File: src/rtl/websocket_frame_header_parser_macros.svh
// Assertion macros for the WebSocket frame header parser.
// Included by the top level; no other dependencies.
`ifndef WEBSOCKET_FRAME_HEADER_PARSER_MACROS_SVH
`define WEBSOCKET_FRAME_HEADER_PARSER_MACROS_SVH

// Same-cycle implication, checked outside reset.
`define WSFHP_ASSERT_NOW(name, clk, rstn, ante, cons) \
  name: assert property (@(posedge clk) disable iff (!(rstn)) (ante) |-> (cons)) \
    else $error("wsfhp same-cycle check failed");

// Next-cycle implication, checked outside reset.
`define WSFHP_ASSERT_NEXT(name, clk, rstn, ante, cons) \
  name: assert property (@(posedge clk) disable iff (!(rstn)) (ante) |=> (cons)) \
    else $error("wsfhp next-cycle check failed");

`endif

File: src/rtl/wsfhp_pkg.sv
// Types, constants and helper functions for the WebSocket frame header parser.
// No dependencies; used by every module of the block.
package wsfhp_pkg;

  localparam logic [7:0] FIN_MASK    = 8'h80;
  localparam logic [7:0] RSV_MASK    = 8'h70;
  localparam logic [7:0] OPCODE_MASK = 8'h0f;
  localparam logic [7:0] LEN_MASK    = 8'h7f;

  localparam logic [6:0] LEN_CODE_64 = 7'd127;
  localparam logic [6:0] LEN_CODE_16 = 7'd126;

  localparam logic [3:0] BASE_HDR_BYTES = 4'd2;
  localparam logic [3:0] KEY_BYTES      = 4'd4;

  typedef struct packed {
    logic [7:0] hdr_byte;
    logic       frame_start;
  } in_item_t;

  typedef struct packed {
    logic        fin;
    logic [2:0]  rsv;
    logic [3:0]  opcode;
    logic        masked;
    logic [31:0] payload_len;
    logic [31:0] mask_key;
    logic [3:0]  header_len;
    logic [32:0] frame_len;
    logic        status;
  } out_item_t;

  // Control between the parser and the top level.
  typedef struct packed {
    logic emit;
    logic active;
  } parse_ctl_t;

  function automatic logic [3:0] ext_bytes(input logic [6:0] code);
    logic [3:0] n;
    n = 4'd0;
    if (code == LEN_CODE_64) begin
      n = 4'd8;
    end else if (code == LEN_CODE_16) begin
      n = 4'd2;
    end
    return n;
  endfunction

  function automatic logic [3:0] hdr_bytes(input logic [6:0] code, input logic mask);
    return BASE_HDR_BYTES + ext_bytes(code) + (mask ? KEY_BYTES : 4'd0);
  endfunction

endpackage

File: src/rtl/wsfhp_parser.sv
// Header parse state and result formation for one registered header byte.
// Depends on wsfhp_pkg.
module wsfhp_parser import wsfhp_pkg::*; (
  input  logic       clk,
  input  logic       rst_n,
  input  logic       item_vld,
  input  in_item_t   item,
  input  logic       step,
  output parse_ctl_t ctl,
  output out_item_t  result
);

  logic [3:0]  pos_r,   pos_nxt;
  logic        active_r, active_nxt;
  logic [7:0]  first_r, first_nxt;
  logic [6:0]  code_r,  code_nxt;
  logic        mask_r,  mask_nxt;
  logic [31:0] lo_r,    lo_nxt;
  logic        hinz_r,  hinz_nxt;
  logic [31:0] key_r,   key_nxt;
  logic        emit;
  logic [3:0]  hlen;
  logic        status;
  logic [31:0] plen;
  logic [7:0]  b;

  assign b = item.hdr_byte;

  always_comb begin
    pos_nxt    = pos_r;
    active_nxt = active_r;
    first_nxt  = first_r;
    code_nxt   = code_r;
    mask_nxt   = mask_r;
    lo_nxt     = lo_r;
    hinz_nxt   = hinz_r;
    key_nxt    = key_r;
    emit       = 1'b0;
    if (item_vld) begin
      if (item.frame_start) begin
        first_nxt  = b;
        pos_nxt    = 4'd1;
        active_nxt = 1'b1;
        code_nxt   = '0;
        mask_nxt   = 1'b0;
        lo_nxt     = '0;
        hinz_nxt   = 1'b0;
        key_nxt    = '0;
      end else if (active_r) begin
        if (pos_r == 4'd1) begin
          mask_nxt = b[7];
          code_nxt = b[6:0];
          lo_nxt   = (b[6:0] < LEN_CODE_16) ? {25'd0, b[6:0]} : 32'd0;
          pos_nxt  = 4'd2;
        end else begin
          if (pos_r < BASE_HDR_BYTES + ext_bytes(code_r)) begin
            // Only the low word of the length is kept; any nonzero byte that
            // leaves it is remembered for the range check.
            lo_nxt   = {lo_r[23:0], b};
            hinz_nxt = hinz_r | (lo_r[31:24] != 8'd0);
          end else begin
            key_nxt = {key_r[23:0], b};
          end
          pos_nxt = pos_r + 4'd1;
        end
        if (pos_nxt >= hdr_bytes(code_nxt, mask_nxt)) begin
          emit       = 1'b1;
          active_nxt = 1'b0;
        end
      end
    end
  end

  always_ff @(posedge clk) begin
    if (!rst_n) begin
      pos_r    <= '0;
      active_r <= 1'b0;
      first_r  <= '0;
      code_r   <= '0;
      mask_r   <= 1'b0;
      lo_r     <= '0;
      hinz_r   <= 1'b0;
      key_r    <= '0;
    end else if (step) begin
      pos_r    <= pos_nxt;
      active_r <= active_nxt;
      first_r  <= first_nxt;
      code_r   <= code_nxt;
      mask_r   <= mask_nxt;
      lo_r     <= lo_nxt;
      hinz_r   <= hinz_nxt;
      key_r    <= key_nxt;
    end
  end

  assign hlen   = hdr_bytes(code_nxt, mask_nxt);
  assign status = (code_nxt == LEN_CODE_64) && hinz_nxt;
  assign plen   = status ? 32'd0 : lo_nxt;

  always_comb begin
    result.fin         = |(first_nxt & FIN_MASK);
    result.rsv         = 3'((first_nxt & RSV_MASK) >> 4);
    result.opcode      = 4'(first_nxt & OPCODE_MASK);
    result.masked      = mask_nxt;
    result.payload_len = plen;
    result.mask_key    = mask_nxt ? key_nxt : 32'd0;
    result.header_len  = hlen;
    result.frame_len   = {29'd0, hlen} + {1'b0, plen};
    result.status      = status;
  end

  assign ctl.emit   = emit;
  assign ctl.active = active_r;

endmodule

File: src/rtl/wsfhp_out_reg.sv
// Result register holding one finished header request until it is taken.
// Depends on wsfhp_pkg.
module wsfhp_out_reg import wsfhp_pkg::*; (
  input  logic      clk,
  input  logic      rst_n,
  input  logic      load,
  input  out_item_t load_data,
  output logic      space,
  output logic      out_valid,
  input  logic      out_ready,
  output out_item_t out_data
);

  logic      vld_r;
  out_item_t data_r;

  assign space = !vld_r || out_ready;

  always_ff @(posedge clk) begin
    if (!rst_n) begin
      vld_r <= 1'b0;
    end else if (load) begin
      vld_r <= 1'b1;
    end else if (out_ready) begin
      vld_r <= 1'b0;
    end
  end

  always_ff @(posedge clk) begin
    if (load) begin
      data_r <= load_data;
    end
  end

  assign out_valid = vld_r;
  assign out_data  = data_r;

endmodule

File: src/rtl/websocket_frame_header_parser.sv
// WebSocket frame header parser, one header byte per request, one result per header.
// Path: the last header byte passes the input register, then the result register,
// and may wait in the input register while the result register is full.
// Throughput: one byte per cycle; the input register stalls only when a header
// completes while the result register is still full and not being taken.
// Reset: synchronous active-low rst_n; the parser waits for a frame start.
`include "websocket_frame_header_parser_macros.svh"

module websocket_frame_header_parser import wsfhp_pkg::*; (
  input  logic      clk,
  input  logic      rst_n,
  input  logic      in_valid,
  output logic      in_ready,
  input  in_item_t  in_data,
  output logic      out_valid,
  input  logic      out_ready,
  output out_item_t out_data
);

  logic       in_vld_r;
  in_item_t   in_data_r;
  logic       proceed;
  logic       step;
  logic       space;
  parse_ctl_t ctl;
  out_item_t  result;

  // The registered byte moves on unless it would finish a header that has nowhere to go.
  assign proceed  = !ctl.emit || space;
  assign step     = in_vld_r && proceed;
  assign in_ready = !in_vld_r || proceed;

  always_ff @(posedge clk) begin
    if (!rst_n) begin
      in_vld_r <= 1'b0;
    end else if (in_ready) begin
      in_vld_r <= in_valid;
    end
  end

  always_ff @(posedge clk) begin
    if (in_valid && in_ready) begin
      in_data_r <= in_data;
    end
  end

  wsfhp_parser u_parser (
    .clk      (clk),
    .rst_n    (rst_n),
    .item_vld (in_vld_r),
    .item     (in_data_r),
    .step     (step),
    .ctl      (ctl),
    .result   (result)
  );

  wsfhp_out_reg u_out_reg (
    .clk       (clk),
    .rst_n     (rst_n),
    .load      (step && ctl.emit),
    .load_data (result),
    .space     (space),
    .out_valid (out_valid),
    .out_ready (out_ready),
    .out_data  (out_data)
  );

  `WSFHP_ASSERT_NEXT(a_emit_loads, clk, rst_n, step && ctl.emit, out_valid)
  `WSFHP_ASSERT_NOW(a_hlen_range, clk, rst_n, out_valid,
                    out_data.header_len >= 4'd2 && out_data.header_len <= 4'd14 &&
                    !out_data.header_len[0])
  `WSFHP_ASSERT_NOW(a_err_zero_len, clk, rst_n, out_valid && out_data.status,
                    out_data.payload_len == 32'd0 &&
                    out_data.frame_len == {29'd0, out_data.header_len})
  `WSFHP_ASSERT_NOW(a_unmasked_key, clk, rst_n, out_valid && !out_data.masked,
                    out_data.mask_key == 32'd0)

endmodule
File: config.mk
export PLATFORM = sky130hd
export DESIGN_NAME = websocket_frame_header_parser
export DESIGN_NICKNAME = d
export VERILOG_FILES = /design/src/rtl/wsfhp_pkg.sv /design/src/rtl/wsfhp_parser.sv /design/src/rtl/wsfhp_out_reg.sv /design/src/rtl/websocket_frame_header_parser.sv
export VERILOG_INCLUDE_DIRS = /design/src /design/src/rtl
export SDC_FILE = /design/constraint.sdc
export NUM_CORES = 1
export LEC_CHECK = 0
export ABC_AREA = 1
export CAP_MARGIN = 5
export CORE_UTILIZATION = 57
export CTS_BUF_LIST = sky130_fd_sc_hd__clkbuf_4 sky130_fd_sc_hd__clkbuf_8
export DETAILED_ROUTE_END_ITERATION = 12
export DONT_BUFFER_PORTS = 1
export GPL_TIMING_DRIVEN = 0
export PLACE_DENSITY = 0.81
export SLEW_MARGIN = 0
export SYNTH_ARGS = -nofsm -noshare
export SYNTH_HDL_FRONTEND = slang
export SYNTH_SLANG_ARGS = --single-unit
export TNS_END_PERCENT = 30
File: constraint.sdc
create_clock -name clk -period 13.4 [get_ports clk]
set_clock_uncertainty 0.05 [all_clocks]
set_input_delay 0 -clock clk [delete_from_list [all_inputs] [get_ports clk]]
set_output_delay 0 -clock clk [all_outputs]
set_load 0.005 [all_outputs]
==> results of run 1 <==
[through the flow]
step | util [%] | std cells | hold WS, ns
global placement | 59.9 | 1409 | 0.0489
CTS | 65.3 | 1487 | 0.0244
floorplan | - | 1184 | 0.0489
finish | 65.3 | 1487 | 0.0418
global route | 65.3 | 1487 | 0.0336
detailed placement | 60.1 | 1410 | 0.0489
[repair_timing]
item                                   in CTS  in global routing
resized for setup                           0                  0
hold buffers                               14                  0
endpoints found under the hold margin      35                  0
[critical path: stages (launching register included)]
cell	delay, ns
sky130_fd_sc_hd__dfxtp_1	0.42
sky130_fd_sc_hd__ha_1	0.17
sky130_fd_sc_hd__buf_2	0.19
sky130_fd_sc_hd__nand2_4	0.12
sky130_fd_sc_hd__inv_2	0.10
sky130_fd_sc_hd__clkbuf_1	0.37
sky130_fd_sc_hd__o21ai_0	0.20
sky130_fd_sc_hd__ha_1	0.25
sky130_fd_sc_hd__xnor2_1	0.16
sky130_fd_sc_hd__inv_1	0.06
sky130_fd_sc_hd__ha_1	0.31
sky130_fd_sc_hd__a21oi_1	0.16
sky130_fd_sc_hd__o211ai_1	0.17
sky130_fd_sc_hd__nand4_1	0.29
sky130_fd_sc_hd__nand2_1	0.28
sky130_fd_sc_hd__clkinv_1	0.18
sky130_fd_sc_hd__buf_2	0.27
sky130_fd_sc_hd__nand3_1	0.19
sky130_fd_sc_hd__inv_4	0.40
sky130_fd_sc_hd__buf_16	0.34
[worst paths after layout]
kind | end | slack [ns] | depth (start not counted)
setup / recovery | u_out_reg.out_data[92] | 8.28 | 19
setup reg to reg | u_out_reg.out_data[92] | 8.28 | 19
hold reg to reg | u_parser.key_r[29] | 0.43 | 2
hold / removal | in_data_r[4] | 0.04 | 1
[final cells by class]
| class | instances | area [um^2] | share of cell area [%] |
|---|---|---|---|
| Sequential cell | 206 | 5310 | 47.2 |
| Multi-Input combinational cell | 770 | 3910 | 34.8 |
| Clock buffer | 56 | 683 | 6.07 |
| Inverter | 155 | 587 | 5.22 |
| Tap cell | 225 | 282 | 2.50 |
| Buffer | 53 | 248 | 2.20 |
| Timing Repair Buffer | 15 | 168 | 1.49 |
| Clock inverter | 7 | 62.6 | 0.556 |
[cell usage in the layout (no fill, tap or decap), types with 9 or more instances in the layout]
master / count
sky130_fd_sc_hd__nand2_1: 201
sky130_fd_sc_hd__inv_1: 139
sky130_fd_sc_hd__nor2_1: 123
sky130_fd_sc_hd__o21ai_0: 121
sky130_fd_sc_hd__a21oi_1: 118
sky130_fd_sc_hd__edfxtp_1: 118
sky130_fd_sc_hd__dfxtp_1: 88
sky130_fd_sc_hd__nand3_1: 50
sky130_fd_sc_hd__clkbuf_8: 42
sky130_fd_sc_hd__clkbuf_1: 32
sky130_fd_sc_hd__nor2_2: 15
sky130_fd_sc_hd__clkbuf_4: 14
sky130_fd_sc_hd__dlygate4sd3_1: 14
sky130_fd_sc_hd__o211ai_1: 12
sky130_fd_sc_hd__ha_1: 12
sky130_fd_sc_hd__inv_2: 11
sky130_fd_sc_hd__a22oi_1: 11
sky130_fd_sc_hd__nand4_1: 10
sky130_fd_sc_hd__xor2_1: 10
sky130_fd_sc_hd__buf_2: 9
sky130_fd_sc_hd__or2_2: 9
[report_power, final]
part | switching [mW] | internal (mW) | total [mW]
logic | 0.0904 | 0.0395 | 0.130
clock network | 0.258 | 0.343 | 0.601
registers | 0.0153 | 0.686 | 0.702
[registers in the layout (all words and copies together) (netlist names)]
signal,flops
u_parser.key_r,32
u_out_reg.out_valid,1
u_parser.active_r,1
u_parser.lo_r,32
u_parser.pos_r,4
u_parser.code_r,7
in_data_r,9
u_out_reg.out_data,109
u_parser.hinz_r,1
u_parser.first_r,8
in_vld_r,1
u_parser.mask_r,1
[kinds of logic (layout without fill, tap and decap cells)]
group,after synthesis,in the layout
AOI/OAI and AO/OA,298,298
xor gates and xnor gates,16,16
adders and majority gates,13,13
buffers and inverters,208,286
DFF,206,206
other,1,1
and+or+nand+nor,442,442
[routing by layer]
metal / share of wire, % / up-vias / GRT usage (%)
li1: - / 4067 / -
met4: 4.2 / 0 / 15.2
met5: 0 / - / 0
met1: 40 / 4081 / 41.3
met3: 11 / 93 / 5.33
met2: 45 / 596 / 46.4
==> results.txt, run 1 <==
----------------------------------------------------
[Cells and area]
  Number of nets in the finished design ... 1262
  Final cell area excluding filler cells ... 11200 um^2
  Fraction of layout instances using a drive strength above 1 ... 11.1%
  Antenna Cells ... 0
  Area overhead of the layout relative to synthesis ... 11.9%
  Fill count ... 1375

[Die]
  Floorplan row count ... 48
  Horizontal die dimension ... 135 um
  Core area ... 17200 um^2
  Die Footprint ... 18200 um^2
  Die height ... 135 um
  Top-level port count ... 126
  Starting Density ... 58.3%

[Synth]
  Syn. warnings ... 0
  Post-synthesis async set-or-reset flop share ... 0%
  Synth Area in Adders ... 1.69%
  Cell type contributing the most total cell area after synthesis ... sky130_fd_sc_hd__edfxtp_1
  Number of enable-type register cells in the synthesized netlist ... 118
  Per-instance average area after synthesis ... 8.49 um^2
  Portion of synthesized cell area occupied by the leading cell type ... 35.3%
  Yosys cell types ... 46
  Library cell with the highest instance count after synthesis ... sky130_fd_sc_hd__nand2_1
  Number of instances in the synthesized netlist ... 1184
  Post-Synth Simple-Gate Area ... 19.5%
  Top cell types by occurrence after synthesis ... sky130_fd_sc_hd__nand2_1, sky130_fd_sc_hd__inv_1, sky130_fd_sc_hd__nor2_1, sky130_fd_sc_hd__o21ai_0
  Most instantiated flip-flop cell in the synthesis netlist ... sky130_fd_sc_hd__edfxtp_1
  Ranking of synthesized cells by area ... sky130_fd_sc_hd__edfxtp_1, sky130_fd_sc_hd__dfxtp_1, sky130_fd_sc_hd__nand2_1, sky130_fd_sc_hd__o21ai_0, sky130_fd_sc_hd__a21oi_1
  Share of the yosys chip area belonging to registers ... 52.8%
  Netlist area before placement ... 10000 um^2
  Number of nets in the synthesized netlist ... 1210
  Combinational family with the most area after synthesis ... simple AND/OR/NAND/NOR gates
  Synthesized flop and latch total ... 206
  Compound-cell area share of the yosys netlist ... 16.3%
  Proportion of synthesized area in mux cells ... 0%
  Xor and xnor area share after synthesis ... 1.39%

[GRT]
  Number of antenna violations at the first check in global routing ... 0
  Via count of the first global-routing pass ... 8022
  Pin count of the biggest net entering global routing ... 78
  Remaining global-route overflow ... 0
  First-pass GRT wire length ... 42.3 mm
  All-Layer GR Usage ... 30.3%

[Routing]
  Router iterations before antenna repair ... 6
  Final routed wirelength across all metal layers ... 27.5 mm
  Final antenna-violating net count ... 0
  Vias ... 8837
  Ratio of routed vias to standard cells ... 5.94
  Starting DRC count in detailed routing ... 1234
  Residual DRC count ... 0
  Routed length per placed instance ... 18.5 um

[Hold path]
  Worst min-delay path class ... input pin to register
  Worst Hold Launch ... in_data[4]

[Pwr]
  Total power after layout ... 1.43 mW
  Power density relative to cell area ... 127 nW/um^2
  Static Leak ... 4.61 nW
  Worst IR Drop VDD ... 0.0892 mV

[Clock tree]
  Buffer levels on the longest clock path ... 3
  Worst-path clk slew ... 0.06 ns
  Number of clock buffers inserted by TritonCTS ... 35
  H-tree lvl count ... 2
  TritonCTS clock tree ... built
  Clock Root Buffer ... sky130_fd_sc_hd__clkbuf_8
  Number of clock sinks ... 206
  Clock latency on the worst-skew pair ... 0.54 ns
  Post-CTS setup repair buffer count ... 0

[Timing]
  Worst Tran Pin Value ... 0.785 ns
  Final critical path time including I/O delays and setup ... 5.12 ns
  Setup_tns ... 0 ns
  Setup repair after global routing missed its margin ... no
  Tcrit/Tclk final ... 38.2%
  Fmax ... 0.195 GHz
  Number of endpoints failing setup at the final stage ... 0
  Hold violation count in the final report ... 0
  Max-slew violation total from the final report ... 0
  Worst slew margin relative to its limit ... 47.2%
  Smallest setup slack after layout ... 8.28 ns

[Critical path]
  Launching point of the worst reg2reg path ... u_parser.pos_r[0]
  Worst EP arrival ... 5.26 ns
  Required time of the critical path ... 13.54 ns
  Startpoint class of the critical path ... register
  Endpoint kind of the worst setup timing path ... register
  Launching element of the worst setup path ... u_parser.pos_r[0]
  CP max FO ... 77
  Worst setup path category ... register to register

[Placement]
  Post-DP HPWL ... 19.6 mm
  Post-placement cell area ... 10400 um^2
  Final estimated routing congestion in global placement ... 0.983
  Place WS ... 8.34 ns
  Buffers added on ports ... 0

[Run status]
  Result of the run ... completed

[Flow run]
  Max-capacitance violation count ... 0

----------------------------------------------------
Power figures use the tool's default switching activity.
==> run 2: changes to the inputs <==
==> constraint.sdc (replaced) <==
create_clock -name clk -period 5.1 [get_ports clk]
set_clock_uncertainty 0.05 [all_clocks]
set_input_delay 0 -clock clk [delete_from_list [all_inputs] [get_ports clk]]
set_output_delay 0 -clock clk [all_outputs]
set_load 0.005 [all_outputs]
==> results.txt, run 2 (synthesis gave the netlist of run 1 again) <==
----------------------------------------------------
[Routing]
  Routed length per placed instance ... 18.6 um
  Router iterations before antenna repair ... 6
  Starting DRC count in detailed routing ... 1034
  Final antenna-violating net count ... 0
  Ratio of routed vias to standard cells ... 5.86
  Vias ... 8813
  Final routed wirelength across all metal layers ... 28.0 mm
  Residual DRC count ... 0

[Hold path]
  Hold Path Stages ... 5
  Worst min-delay path class ... input pin to register

[Critical path]
  Worst setup path category ... register to register
  Required time of the critical path ... 5.38 ns
  Launching element of the worst setup path ... u_parser.pos_r[1]
  Worst EP arrival ... 4.99 ns
  Cell depth of the worst flop-to-flop path ... 23
  Worst flop-to-flop path endpoint ... u_out_reg.out_data[9]
  Endpoint kind of the worst setup timing path ... register
  Internal reg-to-reg setup slack ... 0.39 ns
  Launching point of the worst reg2reg path ... u_parser.pos_r[1]
  CP max FO ... 49
  Worst setup endpoint ... u_out_reg.out_data[9]
  Startpoint class of the critical path ... register

[Cells and area]
  Number of nets in the finished design ... 1280
  Largest registers ... u_out_reg.out_data: 109 flops, u_parser.key_r: 32 flops, u_parser.lo_r: 32 flops
  Register with the highest flop count ... u_out_reg.out_data
  Area overhead of the layout relative to synthesis ... 12.8%
  Register area ... 5310 um^2
  Antenna Cells ... 0
  Most common cell after layout, fill and taps aside ... sky130_fd_sc_hd__nand2_1
  Core Util, Final ... 65.8%
  Fill count ... 1399
  Fraction of layout instances using a drive strength above 1 ... 11.9%
  Leading cell types in the layout, fill and taps excluded ... sky130_fd_sc_hd__nand2_1, sky130_fd_sc_hd__inv_1, sky130_fd_sc_hd__nor2_1, sky130_fd_sc_hd__o21ai_0
  Multi-input combinational cell area ... 3930 um^2
  Number of flip-flops in the largest register ... 109

[Timing]
  Setup repair after global routing missed its margin ... no
  Worst slew margin relative to its limit ... 53.1%
  Number of endpoints failing setup at the final stage ... 0
  Tcrit/Tclk final ... 92.3%
  Final critical path time including I/O delays and setup ... 4.71 ns
  Worst Tran Pin Value ... 0.700 ns
  Setup_tns ... 0 ns
  Fmax ... 0.213 GHz
  Hold violation count in the final report ... 0
  Worst hold slack after final layout ... 0.311 ns
  Max-slew violation total from the final report ... 0

[Pwr]
  Worst IR Drop VDD ... 0.206 mV
  Static Leak ... 4.65 nW
  Total power after layout ... 3.52 mW
  Power density relative to cell area ... 311 nW/um^2

[Placement]
  Post-DP HPWL ... 20.1 mm
  Buffers added on ports ... 0
  Final estimated routing congestion in global placement ... 0.949

[Run status]
  Result of the run ... completed

[GRT]
  First-pass GRT wire length ... 43.0 mm
  Remaining global-route overflow ... 0
  Pin count of the biggest net entering global routing ... 50
  Number of antenna violations at the first check in global routing ... 0
  Via count of the first global-routing pass ... 8295
  All-Layer GR Usage ... 30.6%

[Die]
  Top-level port count ... 126
  Horizontal die dimension ... 135 um
  Core area ... 17200 um^2
  Die Footprint ... 18200 um^2
  Die height ... 135 um
  Floorplan row count ... 48
  Starting Density ... 58.3%

[Clock tree]
  Number of clock buffers inserted by TritonCTS ... 31
  Clock Root Buffer ... sky130_fd_sc_hd__clkbuf_8
  Buffer levels on the longest clock path ... 3
  Clock latency on the worst-skew pair ... 0.60 ns
  Worst-path clk slew ... 0.07 ns
  TritonCTS clock tree ... built
  H-tree lvl count ... 1
  Number of clock sinks ... 206

[Flow run]
  Max-capacitance violation count ... 0

----------------------------------------------------
## run 2: report_power, final
part / internal [mW] / leakage (nW) / total, mW / switching, mW
clock network: 0.689 / 0.336 / 1.33 / 0.639
logic: 0.110 / 2.43 / 0.350 / 0.241
registers: 1.80 / 1.88 / 1.84 / 0.0401
## run 2: layout make-up
type	count	area share (%)
sequential	206	46.8
multi-input combinational	770	34.7
inverter	155	5.20
clock buffer	45	4.80
timing repair buffer	36	3.22
tap	225	2.48
buffer	53	2.20
clock inverter	13	0.585
timing repair inverter	1	0.0662
## run 2: worst min-delay path by stage
stage                     from           endpoint  slack [ns]
floorplan           in_data[0]       in_data_r[0]        0.05
global placement    in_data[1]       in_data_r[1]        0.05
detailed placement  in_data[1]       in_data_r[1]        0.05
CTS                      rst_n   u_parser.lo_r[8]        0.29
global route             rst_n  u_parser.lo_r[31]        0.39
finish                   rst_n   u_parser.lo_r[8]        0.31
## run 2: critical path, stage by stage (launching register included)
cell	delay [ns]
sky130_fd_sc_hd__dfxtp_1	0.34
sky130_fd_sc_hd__inv_1	0.09
sky130_fd_sc_hd__ha_1	0.14
sky130_fd_sc_hd__buf_2	0.19
sky130_fd_sc_hd__nand2_4	0.12
sky130_fd_sc_hd__nand2_1	0.10
sky130_fd_sc_hd__nand2_1	0.06
sky130_fd_sc_hd__nor3_1	0.25
sky130_fd_sc_hd__nand4_1	0.19
sky130_fd_sc_hd__inv_1	0.09
sky130_fd_sc_hd__ha_1	0.15
sky130_fd_sc_hd__xnor2_1	0.12
sky130_fd_sc_hd__inv_1	0.06
sky130_fd_sc_hd__ha_1	0.31
sky130_fd_sc_hd__nand2_1	0.06
sky130_fd_sc_hd__o211ai_1	0.33
sky130_fd_sc_hd__nand4_1	0.44
sky130_fd_sc_hd__nand2_4	0.27
sky130_fd_sc_hd__clkinv_2	0.12
sky130_fd_sc_hd__buf_2	0.22
sky130_fd_sc_hd__nand3_2	0.19
sky130_fd_sc_hd__clkinvlp_4	0.18
sky130_fd_sc_hd__buf_12	0.17
sky130_fd_sc_hd__buf_12	0.18
## run 2: through the flow
stage / instances / cell area [um^2] / worst slack (ns)
2_1_floorplan: 1184 / 10100 / 0.0293
3_3_place_gp: 1409 / 10300 / -1.29
3_5_place_dp: 1411 / 10400 / -0.0472
4_1_cts: 1493 / 11200 / 0.0556
5_1_grt: 1504 / 11300 / 0.0255
6_report: 1504 / 11300 / 0.394
## run 2: what timing repair did
item / CTS / global route
setup endpoints to repair: 82 / 111
hold buffers: 23 / 0
pin swaps: 0 / 2
endpoints found under the hold margin: 46 / 0
cloned: 1 / 0
gates resized for setup: 0 / 4
buffers inserted: 0 / 11
## run 2: routing by layer
metal / vias up / track usage [%] / wire (um)
met1: 4119 / 41.0 / 11200
met3: 74 / 5.37 / 2900
met2: 525 / 49.4 / 13000
li1: 4095 / - / -
met4: 0 / 12.2 / 969
met5: - / 0 / 0
